--- src/hw/rtl/assert_macros.svh ---
// Assertion macros for the RTL of the blend weight block.
`ifndef ASSERT_MACROS_SVH
`define ASSERT_MACROS_SVH
`ifndef SYNTHESIS
`define AST_ALWAYS(lbl, clk, rst_n, prop) \
    lbl: assert property (@(posedge clk) disable iff (!rst_n) (prop)) \
        else $error("assertion failed");
`define AST_NEVER(lbl, clk, rst_n, expr) \
    lbl: assert property (@(posedge clk) disable iff (!rst_n) !(expr)) \
        else $error("forbidden condition seen");
`else
`define AST_ALWAYS(lbl, clk, rst_n, prop)
`define AST_NEVER(lbl, clk, rst_n, expr)
`endif
`endif

--- src/hw/rtl/idbw_pkg.sv ---
// Types and constants of the inverse distance blend weight block.
package idbw_pkg;

    localparam int MAX_POINTS = 64;
    localparam int PIDX_W     = 6;
    localparam int CNT_W      = 7;
    localparam int COORD_W    = 24;
    localparam int DIST_W     = COORD_W + 1;
    localparam int SQ_W       = 2 * DIST_W;
    localparam int RAW_W      = 32;
    localparam int SUM_W      = 38;
    localparam int WEIGHT_W   = 16;
    localparam int DIV_W      = RAW_W + WEIGHT_W - 1;
    localparam int NEAR_LSB   = 41;
    localparam int EPS_LSB    = 4;
    localparam int RAW_SHIFT  = 36;
    localparam int CMEM_W     = 3 * COORD_W;
    localparam int DMEM_W     = RAW_W + DIST_W;
    localparam int S_TDATA_W  = 80;
    localparam int M_TDATA_W  = 32;

    typedef enum logic [1:0] {
        OP_ADD    = 2'd0,
        OP_REMOVE = 2'd1,
        OP_MOVE   = 2'd2,
        OP_EVAL   = 2'd3
    } op_t;

    typedef enum logic [1:0] {
        STAT_OK    = 2'd0,
        STAT_FULL  = 2'd1,
        STAT_RANGE = 2'd2,
        STAT_EMPTY = 2'd3
    } status_t;

    typedef enum logic [4:0] {
        S_IDLE,
        S_DECODE,
        S_SHIFT_CHK,
        S_SHIFT_WR,
        S_EMIT1,
        S_E_RD,
        S_E_ABS,
        S_E_MUL,
        S_E_ACC,
        S_E_SQRT,
        S_E_SQRTW,
        S_E_STORE,
        S_W_RD,
        S_W_DIV,
        S_W_WAIT,
        S_N_RD,
        S_N_CALC,
        S_N_WAIT,
        S_N_EMIT
    } state_t;

    typedef struct packed {
        logic busy;
        logic done;
    } unit_stat_t;

    typedef struct packed {
        status_t               status;
        logic [PIDX_W-1:0]     point_index;
        logic [WEIGHT_W-1:0]   weight;
        logic [PIDX_W-1:0]     nearest_index;
        logic                  last;
    } out_item_t;

endpackage

--- src/hw/rtl/idbw_div.sv ---
// Restoring divider, one quotient bit per cycle.
module idbw_div import idbw_pkg::*; (
    input  logic             clk,
    input  logic             rstn,
    input  logic             start,
    input  logic [DIV_W-1:0] dividend,
    input  logic [SUM_W-1:0] divisor,
    output unit_stat_t       stat,
    output logic [DIV_W-1:0] quotient
);

    localparam int CW = $clog2(DIV_W);

    logic             busy_reg, busy_next;
    logic             done_reg, done_next;
    logic [CW-1:0]    cnt_reg, cnt_next;
    logic [DIV_W-1:0] quo_reg, quo_next;
    logic [SUM_W:0]   rem_reg, rem_next;
    logic [SUM_W-1:0] dvs_reg, dvs_next;
    logic [SUM_W:0]   rem_sh;
    logic             ge;

    always_comb begin
        rem_sh    = {rem_reg[SUM_W-1:0], quo_reg[DIV_W-1]};
        ge        = rem_sh >= {1'b0, dvs_reg};
        busy_next = busy_reg;
        done_next = 1'b0;
        cnt_next  = cnt_reg;
        quo_next  = quo_reg;
        rem_next  = rem_reg;
        dvs_next  = dvs_reg;
        if (start) begin
            busy_next = 1'b1;
            cnt_next  = '0;
            quo_next  = dividend;
            rem_next  = '0;
            dvs_next  = divisor;
        end else if (busy_reg) begin
            rem_next = ge ? (rem_sh - {1'b0, dvs_reg}) : rem_sh;
            quo_next = {quo_reg[DIV_W-2:0], ge};
            cnt_next = cnt_reg + CW'(1);
            if (cnt_reg == CW'(DIV_W - 1)) begin
                busy_next = 1'b0;
                done_next = 1'b1;
            end
        end
    end

    always_ff @(posedge clk) begin
        if (!rstn) begin
            busy_reg <= 1'b0;
            done_reg <= 1'b0;
        end else begin
            busy_reg <= busy_next;
            done_reg <= done_next;
        end
    end

    always_ff @(posedge clk) begin
        cnt_reg <= cnt_next;
        quo_reg <= quo_next;
        rem_reg <= rem_next;
        dvs_reg <= dvs_next;
    end

    assign stat.busy = busy_reg;
    assign stat.done = done_reg;
    assign quotient  = quo_reg;

endmodule

--- config.mk ---
export PLATFORM = sky130hd
export DESIGN_NAME = idbw_div
export DESIGN_NICKNAME = d
export VERILOG_FILES = /design/src/hw/rtl/assert_macros.svh /design/src/hw/rtl/idbw_pkg.sv /design/src/hw/rtl/idbw_div.sv
export SDC_FILE = /design/constraint.sdc
export NUM_CORES = 1
export LEC_CHECK = 0
export BUFFER_PORTS_ARGS = -buffer_cell sky130_fd_sc_hd__buf_2
export CORE_ASPECT_RATIO = 2
export CORE_MARGIN = 1
export CORE_UTILIZATION = 57
export DETAILED_ROUTE_END_ITERATION = 6
export PLACE_DENSITY = 0.93
export SLEW_MARGIN = 20
export SYNTH_ARGS = -nofsm -noshare
export SYNTH_HDL_FRONTEND = slang
export SYNTH_SLANG_ARGS = --single-unit
--- constraint.sdc ---
create_clock -name clk -period 3.35 [get_ports clk]
set_input_delay 0.5025 -clock clk [delete_from_list [all_inputs] [get_ports clk]]
set_output_delay 0.5025 -clock clk [all_outputs]
set_load 0.1 [all_outputs]
# Word-level counts from Yosys, hierarchy flattened
# Cells that the tools add are included.
dict set report word_totals {
  mem_count 0
  latchBits 0
  word_cells 21
  romBits 0
  output_inout_bits 49
  regBits 131
  mem_bits_rw 0
}
dict set report classes {
  order_cmp 1
  n_mux 7
  n_reduce_logical 2
  n_mul 0
  n_eq_ne 1
  shift 0
  add_sub_neg 2
  n_div 0
  n_bitwise 2
}
# op n
set ops {}
lappend ops {{two-way mux 47 bit} 2}
lappend ops {{greater-or-equal comparator 39 x 38 -> 1 bit} 1}
lappend ops {{two-way mux 38 bit} 1}
lappend ops {{subtractor 38 bit} 1}
lappend ops {{adder 6 x 1 -> 6 bit, second input constant} 1}
lappend ops {{== test 6 bit, second input constant} 1}
lappend ops {{two-way mux 1 bit} 4}
lappend ops {{OR reduction 3 bit} 1}
lappend ops {{NOT 1 bit} 2}
lappend ops {{nonzero test 2 bit} 1}

# Logic depth before layout (Yosys ltp)
dict set report depth {
  depth_word 4
  depth_mapped 13
  ltp_nobuf 12
}

# Worst setup path before layout
# Ideal clock, no wire load.
dict set report synth_timing {
  path_type {register to register}
  startpoint {register quo_reg[46] (netlist: quotient[46])}
  endpoint {register rem_reg[36]}
  stages_incl_launch_ff 13
  t_required_ns 3.262
  setup_slack_ns -0.182
  n_path_buf 0
  arrival_ns 3.444
  period_less_slack_ns 3.532
  cell_sequence {edfxtp_1 > inv_1 > ha_1 > inv_1 > fa_1 > a21oi_1 > o211ai_1 > or3b_1 > a21oi_1 > or4_4 > a2111o_1 > a41o_1 > a311oi_2}
}
dict set report synth_via {
  elab_chain_len 2
}
# item line
set synth_lines {}
lappend synth_lines {{start: declaration} idbw_div.sv:17} ;# logic [DIV_W-1:0] quo_reg, quo_next;
lappend synth_lines {{start signal: assignment} idbw_div.sv:61} ;# quo_reg <= quo_next;
lappend synth_lines {{subtractor 38 bit or greater-or-equal comparator 39 x 38 -> 1 bit (tied branches)} {idbw_div.sv:39, idbw_div.sv:25}}
lappend synth_lines {{two-way mux 38 bit *} idbw_div.sv:39} ;# rem_next = ge ? (rem_sh - {1'b0, dvs_reg}) : rem_sh;
lappend synth_lines {{end signal: assignment} idbw_div.sv:62} ;# rem_reg <= rem_next;
lappend synth_lines {{end: declaration} idbw_div.sv:18} ;# logic [SUM_W:0] rem_reg, rem_next;
# Mark *: on every way between the ends. The rest lies on a longest branch, timed or not.
# A chain may end at the register's enable or synchronous reset.

# Worst setup path after layout
# Ends and elaborated chain as after synthesis.

==> run_results.csv <==
group,metric,value,unit
floorplan,ios,137,
power_and_ir_drop,powerDensity,609,nW/um^2
finish,largest_reg_flops,47,
run_status,violations,"design-rule violations",
yosys,synth_fa_ha_area_share,6.78,%
clock_network,cts_setup_buffers,0,
yosys,ys_seq_elements,131,
clock_network,clockRootBuffer,"clkbuf_16",
hold_path,min_path_type,"primary input to flop",
floorplan,dieWidth,84.0,um
floorplan,num_rows,59,
yosys,synth_compound_area_share,17.4,%
timing,skew,0.00923,ns
floorplan,core_area,13100,um^2
yosys,synthXorXnorAreaFrac,2.85,%
power_and_ir_drop,peakVddDrop,0.506,mV
floorplan,start_util,58.7,%
yosys,dominantRegCellSynth,"edfxtp_1",
timing,timing.final.ws_setup,0.203,ns
finish,instances_no_fill,1078,
timing,whs,0.248,ns
global_route,grt_max_degree,76,
timing,rsz0062_at_grt,"false",
global_route,grt_pass1_wl,33400,um
finish,multiInputGateArea,3830,um^2
timing,fin_crit_sh,94.0,%
yosys,synthArstFlopShare,0,%
critical_path,cp.arrival,3.48,ns
timing,fin_setup_tns,0,ns
routing,drt_iter0_drc,563,
clock_network,cts_tree,"done",
yosys,ys_warn_count,0,
clock_network,cts-htree-levels,4,
floorplan,die_height,166,um
power_and_ir_drop,leakagePower,3.87,nW
critical_path,crit_type,"flop to flop",
clock_network,cts_buffers,17,
yosys,synth_area,7670,um^2
global_route,grt_use_total,30.6,%
yosys,synthMuxAreaShare,7.57,%
floorplan,die_area,14000,um^2
yosys,synth_area_per_cell,9.79,um^2
timing,drv_slew,0,
clock_network,clock_sinks,131,
timing,fmax,318,MHz
finish,design_area,9160,um^2
yosys,syn_inst,784,
finish,ff_latch_area,3470,um^2
placement,gp_congestion,1.04,
timing,hold_violations,0,
placement,portBuffers,136,
placement,dp_hpwl,14600,um
run,drv_cap,0,
global_route,antenna_found_initial,0,
routing,vias,6889,
clock_network,clock_path_buffers,2,
global_route,grt_pass1_vias,7092,
finish,final_layout_size_suffix_gt1_share,27.3,%
critical_path,startpoint_type,"flop",
finish,diodes,0,
finish,fin_nets,1042,
power_and_ir_drop,fin_total_pwr,5.57,mW
routing,wl,20700,um
routing,viasPerCell,6.39,
routing,antenna_left,0,
yosys,synth_cell_types,63,
run_status,status,"complete, but fails checks",
clock_network,clk_latency,0.42,ns
routing,drc,6,
critical_path,worstPathRequired,3.68,ns
timing,min_period,3.15,ns
yosys,yosysSeqAreaShare,45.3,%
yosys,synth-edff-count,85,
timing,tightest_slew,0.767,ns
clock_network,clk_pin_slew,0.06,ns
finish,n_fill_cell,935,
routing,post_drt_wl_per_cell,19.2,um
routing,firstDrtPassIters,7,
critical_path,critPathMaxFanout,5,
yosys,syn_nets,913,
timing,maxSlewHeadroom,48.8,%
critical_path,endpoint_kind,"flop",
finish,fin_util,70.1,%
placement,dp.cells,1046,
global_route,overflow,0,
placement,dp_slack,0.274,ns
finish,areaGrowthSynthToFinish,19.3,%
placement,place_area,8530,um^2
timing,final-setup-viol-count,0,
yosys,synth_top_family_by_area,"compound AO/OA/AOI/OAI gates",
yosys,yosys.area_share.simple,15.0,%
==> layer usage <==
metal / global-route usage [%] / share of wire [%] / vias up
met4: 21.7 / 7.5 / 0
met5: 0 / 0 / -
met1: 31.2 / 34 / 3218
met2: 55.0 / 52 / 389
met3: 5.96 / 6.3 / 122
li1: - / - / 3160
==> timing repair <==
item,CTS,global route
hold buffers,0,0
setup endpoints to repair,0,1
gates resized for setup,0,3
==> synth_stat cells, drive strengths merged (5+ instances only) <==
master	number	area share [%]
a211oi	8	0.78
a21o	19	1.9
a21oi	51	3.3
a311oi	27	3.2
and3	8	0.72
buf	15	0.99
clkbuf	30	1.5
dfxtp	46	12
edfxtp	85	33
ha	40	6.5
inv	55	2.7
mux2	48	7.0
nand2	70	3.4
nand2b	5	0.41
nand3	23	1.5
nand4	14	1.1
nor2	65	3.2
nor2b	8	0.65
nor3	11	0.72
nor4	9	0.73
o211ai	6	0.59
o21ai	33	2.2
o21bai	8	0.78
o22ai	6	0.49
or3	8	0.65
xnor2	16	1.8
xor2	9	1.0
==> layout by cell type, fill, tap and decap left out, types with 7 or more instances in the layout <==
cell,count
o21ai_0,24
buf_4,19
buf_2,135
o21ai_1,8
nand4_1,14
inv_1,55
dfxtp_1,45
nor3_1,11
nand3_1,23
or3_1,8
nor4_1,9
clkbuf_16,17
a21oi_1,50
and3_1,7
xnor2_1,16
a311oi_1,25
ha_1,38
a21o_1,19
nand2_1,70
xor2_1,9
edfxtp_1,85
a211oi_1,8
nor2_1,65
mux2_2,48
o21bai_1,8
nor2b_1,8
==> report_power, final <==
| part | internal, mW | total, mW | switching [mW] |
|---|---|---|---|
| Combinational | 0.509 | 1.67 | 1.17 |
| Clock | 1.17 | 1.92 | 0.753 |
| Sequential | 1.89 | 1.98 | 0.0884 |
| Total | 3.57 | 5.57 | 2.01 |
==> path summary, 6_finish.rpt <==
path | start | to | slack (ns) | cells past startpoint
setup / recovery | quotient[46] | rem_reg[36] | 0.20 | 12
hold / removal | divisor[34] | dvs_reg[34] | 0.25 | 1
setup reg to reg | quotient[46] | rem_reg[36] | 0.20 | 12
hold reg to reg | cnt_reg[5] | cnt_reg[5] | 0.50 | 2
==> cell type report <==
type,instances,share of cell area [%]
Inverter,55,2.26
Sequential cell,131,38.0
Clock buffer,20,5.10
Tap cell,152,2.08
Clock inverter,12,1.59
Multi-Input combinational cell,553,41.9
Timing Repair Buffer,155,9.16
==> kinds of logic (layout without fill, tap and decap cells) <==
family / count (synthesis) / count (layout)
XOR/XNOR: 25 / 25
buffers and inverters: 100 / 242
AO/OA/AOI/OAI: 196 / 196
AND/OR/NAND/NOR: 239 / 239
adder cells (fa/ha/maj): 41 / 41
multiplexers: 52 / 52
flip-flops: 131 / 131
==> worst max-delay path, cell delays in order, from the launching register on <==
cell and delay, ns:
edfxtp_1 0.41, inv_1 0.10, ha_2 0.18, inv_1 0.05, fa_2 0.37, a21oi_2 0.15, o211ai_1 0.08, or3b_4 0.28
a21oi_1 0.10, or4_4 0.50, a2111o_1 0.40, a41o_1 0.19, a311oi_2 0.24
Note: power is estimated with default switching activity, not from simulation.
