==> src/hw/rtl/assert_macros.svh <==
// Assertion macros for the RTL of the blend weight block.
`ifndef ASSERT_MACROS_SVH
`define ASSERT_MACROS_SVH
`ifndef SYNTHESIS
`define AST_ALWAYS(lbl, clk, rst_n, prop) \
    lbl: assert property (@(posedge clk) disable iff (!rst_n) (prop)) \
        else $error("assertion failed");
`define AST_NEVER(lbl, clk, rst_n, expr) \
    lbl: assert property (@(posedge clk) disable iff (!rst_n) !(expr)) \
        else $error("forbidden condition seen");
`else
`define AST_ALWAYS(lbl, clk, rst_n, prop)
`define AST_NEVER(lbl, clk, rst_n, expr)
`endif
`endif

==> src/hw/rtl/idbw_pkg.sv <==
// Types and constants of the inverse distance blend weight block.
package idbw_pkg;

    localparam int MAX_POINTS = 64;
    localparam int PIDX_W     = 6;
    localparam int CNT_W      = 7;
    localparam int COORD_W    = 24;
    localparam int DIST_W     = COORD_W + 1;
    localparam int SQ_W       = 2 * DIST_W;
    localparam int RAW_W      = 32;
    localparam int SUM_W      = 38;
    localparam int WEIGHT_W   = 16;
    localparam int DIV_W      = RAW_W + WEIGHT_W - 1;
    localparam int NEAR_LSB   = 41;
    localparam int EPS_LSB    = 4;
    localparam int RAW_SHIFT  = 36;
    localparam int CMEM_W     = 3 * COORD_W;
    localparam int DMEM_W     = RAW_W + DIST_W;
    localparam int S_TDATA_W  = 80;
    localparam int M_TDATA_W  = 32;

    typedef enum logic [1:0] {
        OP_ADD    = 2'd0,
        OP_REMOVE = 2'd1,
        OP_MOVE   = 2'd2,
        OP_EVAL   = 2'd3
    } op_t;

    typedef enum logic [1:0] {
        STAT_OK    = 2'd0,
        STAT_FULL  = 2'd1,
        STAT_RANGE = 2'd2,
        STAT_EMPTY = 2'd3
    } status_t;

    typedef enum logic [4:0] {
        S_IDLE,
        S_DECODE,
        S_SHIFT_CHK,
        S_SHIFT_WR,
        S_EMIT1,
        S_E_RD,
        S_E_ABS,
        S_E_MUL,
        S_E_ACC,
        S_E_SQRT,
        S_E_SQRTW,
        S_E_STORE,
        S_W_RD,
        S_W_DIV,
        S_W_WAIT,
        S_N_RD,
        S_N_CALC,
        S_N_WAIT,
        S_N_EMIT
    } state_t;

    typedef struct packed {
        logic busy;
        logic done;
    } unit_stat_t;

    typedef struct packed {
        status_t               status;
        logic [PIDX_W-1:0]     point_index;
        logic [WEIGHT_W-1:0]   weight;
        logic [PIDX_W-1:0]     nearest_index;
        logic                  last;
    } out_item_t;

endpackage

==> src/hw/rtl/idbw_sqrt.sv <==
// Iterative integer square root, one result bit per cycle.
module idbw_sqrt import idbw_pkg::*; (
    input  logic              clk,
    input  logic              rstn,
    input  logic              start,
    input  logic [SQ_W-1:0]   radicand,
    output unit_stat_t        stat,
    output logic [DIST_W-1:0] root
);

    localparam int STEPS = SQ_W / 2;
    localparam int CW    = $clog2(STEPS);

    logic              busy_reg, busy_next;
    logic              done_reg, done_next;
    logic [CW-1:0]     cnt_reg, cnt_next;
    logic [SQ_W-1:0]   rad_reg, rad_next;
    logic [DIST_W+1:0] rem_reg, rem_next;
    logic [DIST_W-1:0] root_reg, root_next;
    logic [DIST_W+1:0] rem_sh, trial;
    logic              ge;

    always_comb begin
        rem_sh    = {rem_reg[DIST_W-1:0], rad_reg[SQ_W-1 -: 2]};
        trial     = {root_reg, 2'b01};
        ge        = rem_sh >= trial;
        busy_next = busy_reg;
        done_next = 1'b0;
        cnt_next  = cnt_reg;
        rad_next  = rad_reg;
        rem_next  = rem_reg;
        root_next = root_reg;
        if (start) begin
            busy_next = 1'b1;
            cnt_next  = '0;
            rad_next  = radicand;
            rem_next  = '0;
            root_next = '0;
        end else if (busy_reg) begin
            rad_next  = {rad_reg[SQ_W-3:0], 2'b00};
            rem_next  = ge ? (rem_sh - trial) : rem_sh;
            root_next = {root_reg[DIST_W-2:0], ge};
            cnt_next  = cnt_reg + CW'(1);
            if (cnt_reg == CW'(STEPS - 1)) begin
                busy_next = 1'b0;
                done_next = 1'b1;
            end
        end
    end

    always_ff @(posedge clk) begin
        if (!rstn) begin
            busy_reg <= 1'b0;
            done_reg <= 1'b0;
        end else begin
            busy_reg <= busy_next;
            done_reg <= done_next;
        end
    end

    always_ff @(posedge clk) begin
        cnt_reg  <= cnt_next;
        rad_reg  <= rad_next;
        rem_reg  <= rem_next;
        root_reg <= root_next;
    end

    assign stat.busy = busy_reg;
    assign stat.done = done_reg;
    assign root      = root_reg;

endmodule

==> config.mk <==
export PLATFORM = sky130hd
export DESIGN_NAME = idbw_sqrt
export DESIGN_NICKNAME = d
export VERILOG_FILES = /design/src/hw/rtl/assert_macros.svh /design/src/hw/rtl/idbw_pkg.sv /design/src/hw/rtl/idbw_sqrt.sv
export SDC_FILE = /design/constraint.sdc
export NUM_CORES = 1
export LEC_CHECK = 0
export ABC_AREA = 0
export BUFFER_PORTS_ARGS = -buffer_cell sky130_fd_sc_hd__buf_2
export CAP_MARGIN = 0
export CORE_MARGIN = 4
export CORE_UTILIZATION = 40
export CTS_CLUSTER_SIZE = 16
export DETAILED_ROUTE_END_ITERATION = 8
export PLACE_DENSITY_LB_ADDON = 0.12
export REMOVE_ABC_BUFFERS = 1
export SYNTH_ARGS = -nofsm -noshare
export SYNTH_HDL_FRONTEND = slang
export SYNTH_SLANG_ARGS = --single-unit
export TNS_END_PERCENT = 100
==> constraint.sdc <==
create_clock -name clk -period 3.4 [get_ports clk]
set_input_delay 0.68 -clock clk [delete_from_list [all_inputs] [get_ports clk]]
set_output_delay 0.68 -clock clk [all_outputs]
set_load 0.02 [all_outputs]
; ---- Word-level counts from Yosys, hierarchy flattened
; Index checks and enable logic that the tools add are counted.
[totals]
reg_bits = 107
latch_bits = 0
ram_bits = 0
rom_bits = 0
output_inout_bits = 27
wordCells = 21
mem_count = 0
[classes]
addsub = 2
n_mul = 0
div_mod_pow = 0
magnitude_cmp = 1
n_eq_ne = 1
n_shift = 0
mux = 7
bitwise_logic = 2
n_reduce_logical = 2
[op_table]
columns = op, n
row1 = 2-to-1 mux 50 bit, 2
row2 = greater-or-equal comparator 27 bit, 1
row3 = 2-to-1 mux 25 bit, 1
row4 = subtractor 25 bit, 1
row5 = "adder 5 x 1 -> 5 bit, second input constant", 1
row6 = "equality test 5 bit, second input constant", 1
row7 = 2-to-1 mux 1 bit, 4
row8 = OR reduction 3 bit, 1
row9 = NOT 1 bit, 2
row10 = nonzero test 2 bit, 1

; ---- Logic depth before layout (Yosys ltp)
; Gate-level depths: netlist of the first run.
[logic_depth]
ltp_word = 4
ltp_mapped = 13
depth_no_buf = 10

; ---- Worst setup path after synthesis of the first run
; OpenSTA, ideal clock, no wires.
[synth_path]
kind = register -> register
from = reg root_reg[11] (netlist: root[11])
to = reg rem_reg[18]
setup_ns = 0.130
arrival_time_ns = 2.635
t_required_ns = 3.270
setup_slack_ns = 0.636
path_stages_with_launch = 14
period_less_slack_ns = 2.764
cell_sequence = dfxtp_1 > inv_1 > ha_1 > buf_2 > nand4_1 > or4_1 > nor3_1 > o21bai_1 > o21a_4 > and2_4 > buf_6 > buf_6 > a32oi_1 > o31ai_1
[synth_via]
elab_chain_len = 2
[synth_lines]
columns = item, line_no
row1 = from (decl), idbw_sqrt.sv:19  ; logic [DIST_W-1:0] root_reg, root_next;
row2 = from (signal assigned), idbw_sqrt.sv:65  ; root_reg <= root_next;
row3 = subtractor 25 bit / greater-or-equal comparator 27 bit (equally long branches), "idbw_sqrt.sv:41, idbw_sqrt.sv:26"
row4 = 2-to-1 mux 25 bit *, idbw_sqrt.sv:41  ; rem_next = ge ? (rem_sh - trial) : rem_sh;
row5 = to (signal assigned), idbw_sqrt.sv:64  ; rem_reg <= rem_next;
row6 = to (decl), idbw_sqrt.sv:18  ; logic [DIST_W+1:0] rem_reg, rem_next;
; Every way passes the cells marked *; elsewhere a longest branch is shown, timed or not.
; A chain may end at the register's enable or synchronous reset.

; ---- Final worst setup path of the first run
[layout_path]
from = reg root_reg[11] (netlist: root[11])
to = reg rem_reg[21]
; The elaborated chain is that of the path after synthesis.

==> results of run 1 <==
==> final cells by class <==
cell class / count / area share, %
sequential: 107 / 39.7
tap: 180 / 3.38
clock inverter: 5 / 0.903
timing repair buffer: 85 / 6.66
inverter: 36 / 2.03
clock buffer: 11 / 3.50
multi-input combinational: 393 / 43.8
==> metal layers <==
layer | wire, um | vias up | track usage (%)
met5 | 0 | - | 0
met4 | 228 | 0 | 5.68
met2 | 5550 | 89 | 25.0
met1 | 5550 | 2005 | 19.5
li1 | - | 2168 | -
met3 | 796 | 15 | 4.61
==> placed cells by master (no fill, tap or decap), types with 6 or more instances in the layout <==
| master | n |
|---|---|
| xor2_1 | 11 |
| nand4_1 | 8 |
| inv_1 | 35 |
| a311oi_1 | 10 |
| nor3_1 | 6 |
| dfxtp_1 | 56 |
| ha_1 | 29 |
| edfxtp_1 | 50 |
| clkbuf_16 | 9 |
| nand2_1 | 45 |
| nand3_1 | 6 |
| a21o_1 | 8 |
| mux2_2 | 48 |
| mux2i_1 | 36 |
| o21ai_0 | 11 |
| nand2b_1 | 6 |
| nor2_1 | 67 |
| o21bai_1 | 6 |
| a211oi_1 | 7 |
| buf_4 | 7 |
| xnor2_1 | 9 |
| a21oi_1 | 25 |
| o31ai_1 | 7 |
| buf_2 | 78 |
==> worst max-delay path by stage <==
stage	start	end	slack [ps]	cells past startpoint
final	root[11]	rem_reg[21]	520	10
after global placement	root[11]	rem_reg[21]	620	10
after floorplan	busy_reg	rad_reg[0]	-480	2
after detailed placement	root[11]	rem_reg[21]	500	10
after global routing	root[2]	rem_reg[21]	300	10
after CTS	root[11]	rem_reg[21]	510	10
==> kinds of logic after synthesis <==
group                      share of synthesized area (%)
muxes                                               15.5
adders and majority gates                           6.23
AOI/OAI and AO/OA                                   12.8
and+or+nand+nor                                     12.5
xor gates and xnor gates                            3.01
DFF                                                 45.4
buffers and inverters                               4.60
==> stage by stage <==
| step | instances | area, um^2 | util, % |
|---|---|---|---|
| 5_1_grt | 817 | 6650 | 47.2 |
| 3_3_place_gp | 801 | 6360 | 45.1 |
| 2_1_floorplan | 536 | 5690 | - |
| 4_1_cts | 817 | 6650 | 47.2 |
| 3_5_place_dp | 801 | 6360 | 45.1 |
| 6_report | 817 | 6650 | 47.2 |
==> worst max-delay path: cells and delay by family, from the launching register on <==
family          cells  cell delay (ps)
simple gates        4             1150
fa+ha+maj           1              400
flops               1              370
compound gates      4              760
buf+inv             1               60
==> where the power goes <==
part           leakage (nW)  switching (mW)  total [mW]  internal (mW)
Clock                 0.141           0.478        1.05          0.577
Combinational          1.63            1.71        2.92           1.21
Sequential            0.968           0.113        1.65           1.53
Total                  2.74            2.30        5.62           3.32
==> impl_metrics.json, run 1 <==
{
  "ys_types": 56,
  "drive_gt1_share_pct": 25.1,
  "die_height_um": 129,
  "routabilityCongestion": 0.809,
  "clk_pin_slew_ps": 70,
  "synth_edf_count": 50,
  "synth_top_area_cell": "edfxtp_1",
  "grt_max_degree": 51,
  "syn_area_per_cell_um2": 10.3,
  "crit_chain": "inv_1 -> ha_1 -> nand4_1 -> or4_1 -> nor3_1 -> o21bai_1 -> o21a_4 -> and2_4 -> a2111oi_4 -> o31ai_1",
  "place_hpwl_um": 8790,
  "cts_buffers": 9,
  "finalSetupViolCount": 0,
  "firstDrtPassIters": 4,
  "clock-sinks": 107,
  "synth_cells": 564,
  "setup_ws_ps": 523,
  "endpoint_kind": "flip-flop",
  "synth_seq_cells": 107,
  "first_global_vias": 4439,
  "cts_tree": "built",
  "yosys_warnings": 0,
  "period_minus_slack_ps": 2880,
  "fin_tns_setup_ps": 0,
  "netlist_area_um2": 5820,
  "outcome": "finished clean",
  "max_slew_margin_pct": 58.8,
  "multiInputGateArea_um2": 2910,
  "critical_path_class": "reg2reg",
  "rows": 43,
  "max_stage_delay_ps": 500,
  "die_w_um": 129,
  "cts_buffer_depth": 2,
  "finalHoldViolCount": 0,
  "hold_class": "reg2reg",
  "antenna_found_initial": 0,
  "grt_util_all_layers_pct": 15.4,
  "synth_top_area_share_pct": 25.8,
  "grt_setup_unrepaired": "false",
  "total_power_mw": 5.62,
  "synth_top_cells_by_count": "nor2_1, dfxtp_1, edfxtp_1",
  "post_cts_buffers": 0,
  "final.setup_skew_ps": 8.84,
  "dieArea_um2": 16600,
  "powerDensity_nw_per_um2": 845,
  "cp-start-kind": "flip-flop",
  "critPathArrivalTime_ps": 3090,
  "rr_endpoint": "rem_reg[21]",
  "overflow": 0,
  "drc_errors": 0,
  "synthArstFlopShare_pct": 0,
  "routed_wl_um": 12100,
  "cp.required_ps": 3610,
  "regArea_um2": 2640,
  "min_path_cells": 2,
  "power_leakage_nw": 2.74,
  "h-tree-depth": 3,
  "core_area_um2": 14100,
  "cap_violations": 0,
  "hold_slack_ps": 494,
  "fillers": 1382,
  "r2r_slack_ps": 520,
  "fmax_mhz": 348,
  "maxSlewViolCount": 0,
  "ys.flop_type": "dfxtp_1",
  "insertion_delay_ps": 350,
  "critPathSlowestCell": "or4_1",
  "diodes": 0,
  "hold_start": "rem_reg[17]",
  "num_vias": 4277,
  "ant_nets": 0,
  "netlist_top_cells_area": "edfxtp_1, dfxtp_1, mux2_2",
  "ir_worst_vdd_v": 0.000732,
  "ctsHoldBuffers": 0,
  "nets": 714,
  "cp_max_fo": 19,
  "start_util_pct": 41.3,
  "grt_pass1_wl_um": 20800,
  "drtIter0Drc": 195,
  "portBuffers": 79,
  "dp_slack_ps": 503,
  "synthToLayoutAreaGrowth_pct": 14.2,
  "yosysSeqAreaShare_pct": 45.4,
  "reg2reg_from": "root[11]",
  "fin_crit_sh_pct": 84.6,
  "cts_root_buf": "clkbuf_16",
  "min_to": "rem_reg[17]",
  "viasPerCell": 5.24,
  "synth.most_common_cell": "nor2_1",
  "worstMarginPinSlew_ps": 617,
  "post_drt_wl_per_cell_um": 14.8,
  "ios": 80,
  "reg2reg_depth": 10,
  "cts_resized": 0,
  "largest_reg_flops": 50
}
No activity file was read; power rests on OpenSTA's default activity.
==> run 2, diff against run 1 <==
clock period = 2.69 ns   (was 3.4 ns; I/O delays follow)
==> run 2 against run 1 <==
Largest power group unchanged. Critical path depth did not move. Sequential share of layout area fell by 2.6 points. Wire length rose by 4.5%. Clock-buffer cell count fell by 2. Critical endpoint is now rem_reg[15].
==> impl_metrics.json, run 2 (synthesis gave the netlist of run 1 again) <==
{
  "outcome": "finished clean",
  "intPower_mw": 4.78,
  "max_stage_delay_ps": 400,
  "postPlaceCellArea_um2": 6650,
  "fin_crit_sh_pct": 96.0,
  "viasPerCell": 5.09,
  "insertion_delay_ps": 360,
  "synthToLayoutAreaGrowth_pct": 22.7,
  "fin_area_um2": 7150,
  "powerDensity_nw_per_um2": 1130,
  "p_clk_share_pct": 16.5,
  "crit_chain": "inv_1 -> ha_2 -> and3_1 -> a221o_1 -> o21bai_2 -> o21ai_4 -> and2_4 -> buf_4 -> nand2_1 -> a311oi_1",
  "hold_slack_ps": 414,
  "largest_reg_flops": 50,
  "antenna_found_initial": 0,
  "maxSlewViolCount": 0,
  "post_drt_wl_per_cell_um": 14.7,
  "cp.required_ps": 2950,
  "endpoint_kind": "flip-flop",
  "finalSetupViolCount": 0,
  "critical_path_class": "reg2reg",
  "hold_class": "in2reg",
  "drc_errors": 0,
  "ios": 80,
  "finalHoldViolCount": 0,
  "nets": 757,
  "portBuffers": 79,
  "ir_worst_vdd_v": 0.000931,
  "diodes": 0,
  "clock-sinks": 107,
  "routed_wl_um": 12700,
  "cp-start-kind": "flip-flop",
  "ctsHoldBuffers": 0,
  "max_slew_margin_pct": 59.2,
  "swShare_pct": 40.8,
  "ant_nets": 0,
  "drtIter0Drc": 188,
  "place_hpwl_um": 9230,
  "clk_pin_slew_ps": 80,
  "grt_pass1_wl_um": 21100,
  "core_area_um2": 14100,
  "combPwrFrac_pct": 57.6,
  "critPathSlowestCell": "a221o_1",
  "p_sw_mw": 3.29,
  "cts_root_buf": "clkbuf_16",
  "num_vias": 4376,
  "h-tree-depth": 3,
  "routabilityCongestion": 0.819,
  "cts_tree": "built",
  "rows": 43,
  "cp_max_fo": 7,
  "final.setup_skew_ps": 9.65,
  "overflow": 0,
  "die_height_um": 129,
  "layout.cells.most_common_list": "buf_2, nor2_1, dfxtp_1, edfxtp_1",
  "cts_buffer_depth": 2,
  "cts_buffers": 9,
  "cap_violations": 0,
  "total_power_mw": 8.07,
  "finalNonFillerCells": 860,
  "grt_max_degree": 55,
  "period_minus_slack_ps": 2580,
  "fmax_mhz": 387,
  "power_leakage_nw": 2.98,
  "first_global_vias": 4437,
  "placed_cells": 838,
  "firstDrtPassIters": 4,
  "die_w_um": 129,
  "start_util_pct": 41.3,
  "critPathArrivalTime_ps": 2850,
  "grt_setup_unrepaired": "true",
  "drive_gt1_share_pct": 33.5,
  "dieArea_um2": 16600,
  "seqPwrFrac_pct": 25.8,
  "grt_util_all_layers_pct": 15.8,
  "final_common_cell": "buf_2",
  "worstMarginPinSlew_ps": 612
}
## run 2: metal layers
layer / up-vias / part of all wire (%) / GRT usage [%]
li1: 2249 / - / -
met1: 2037 / 45 / 19.6
met2: 80 / 47 / 26.0
met3: 10 / 6.6 / 6.02
met4: 0 / 0.95 / 3.58
met5: - / 0 / 0
## run 2: metrics by stage
stage / util (%) / setup slack, ps / setup TNS (ps)
4_1_cts: 49.6 / 21.6 / 0
5_1_grt: 50.7 / -8.51 / -16.7
6_report: 50.7 / 107 / 0
2_1_floorplan: - / -1190 / -59920
3_3_place_gp: 47.2 / -150 / -150
3_5_place_dp: 47.2 / -109 / -285
## run 2: final timing paths
check / startpoint / cells after the start / slack, ps / to
max: root[15] / 10 / 110 / rem_reg[15]
min: rstn / 3 / 410 / busy_reg
max reg2reg: root[15] / 10 / 110 / rem_reg[15]
min reg2reg: rem_reg[24] / 2 / 480 / rem_reg[24]
## run 2: cell type report
class                      count  area, um^2
tap                          180         225
clock buffer                   9         225
clock inverter                 7        75.1
inverter                      36         135
sequential                   107        2650
timing repair buffer         128         782
multi-input combinational    393        3060
fill                        1329        6950
## run 2: timing repair
action | in CTS | in global routing
pin swaps | 1 | 6
endpoints found under the hold margin | 0 | 0
setup buffers | 3 | 3
gates resized for setup | 5 | 29
setup endpoints to repair | 11 | 23
gates cloned | 0 | 0
## run 2: power by group through the flow
stage / registers (mW) / logic (mW) / clock network (mW)
floorplan: 2.09 / 2.91 / 0
global placement: 2.11 / 4.13 / 0
detailed placement: 2.11 / 4.20 / 0
CTS: 2.08 / 4.41 / 1.40
global route: 2.11 / 5.10 / 1.46
finish: 2.09 / 4.65 / 1.34
## run 2: worst max-delay path, delay by kind of cell (launching register included)
family	cells	cell delay [ps]
adders and majority gates	1	320
AOI/OAI and AO/OA	4	1100
buffers and inverters	2	210
DFF	1	350
and+or+nand+nor	3	510
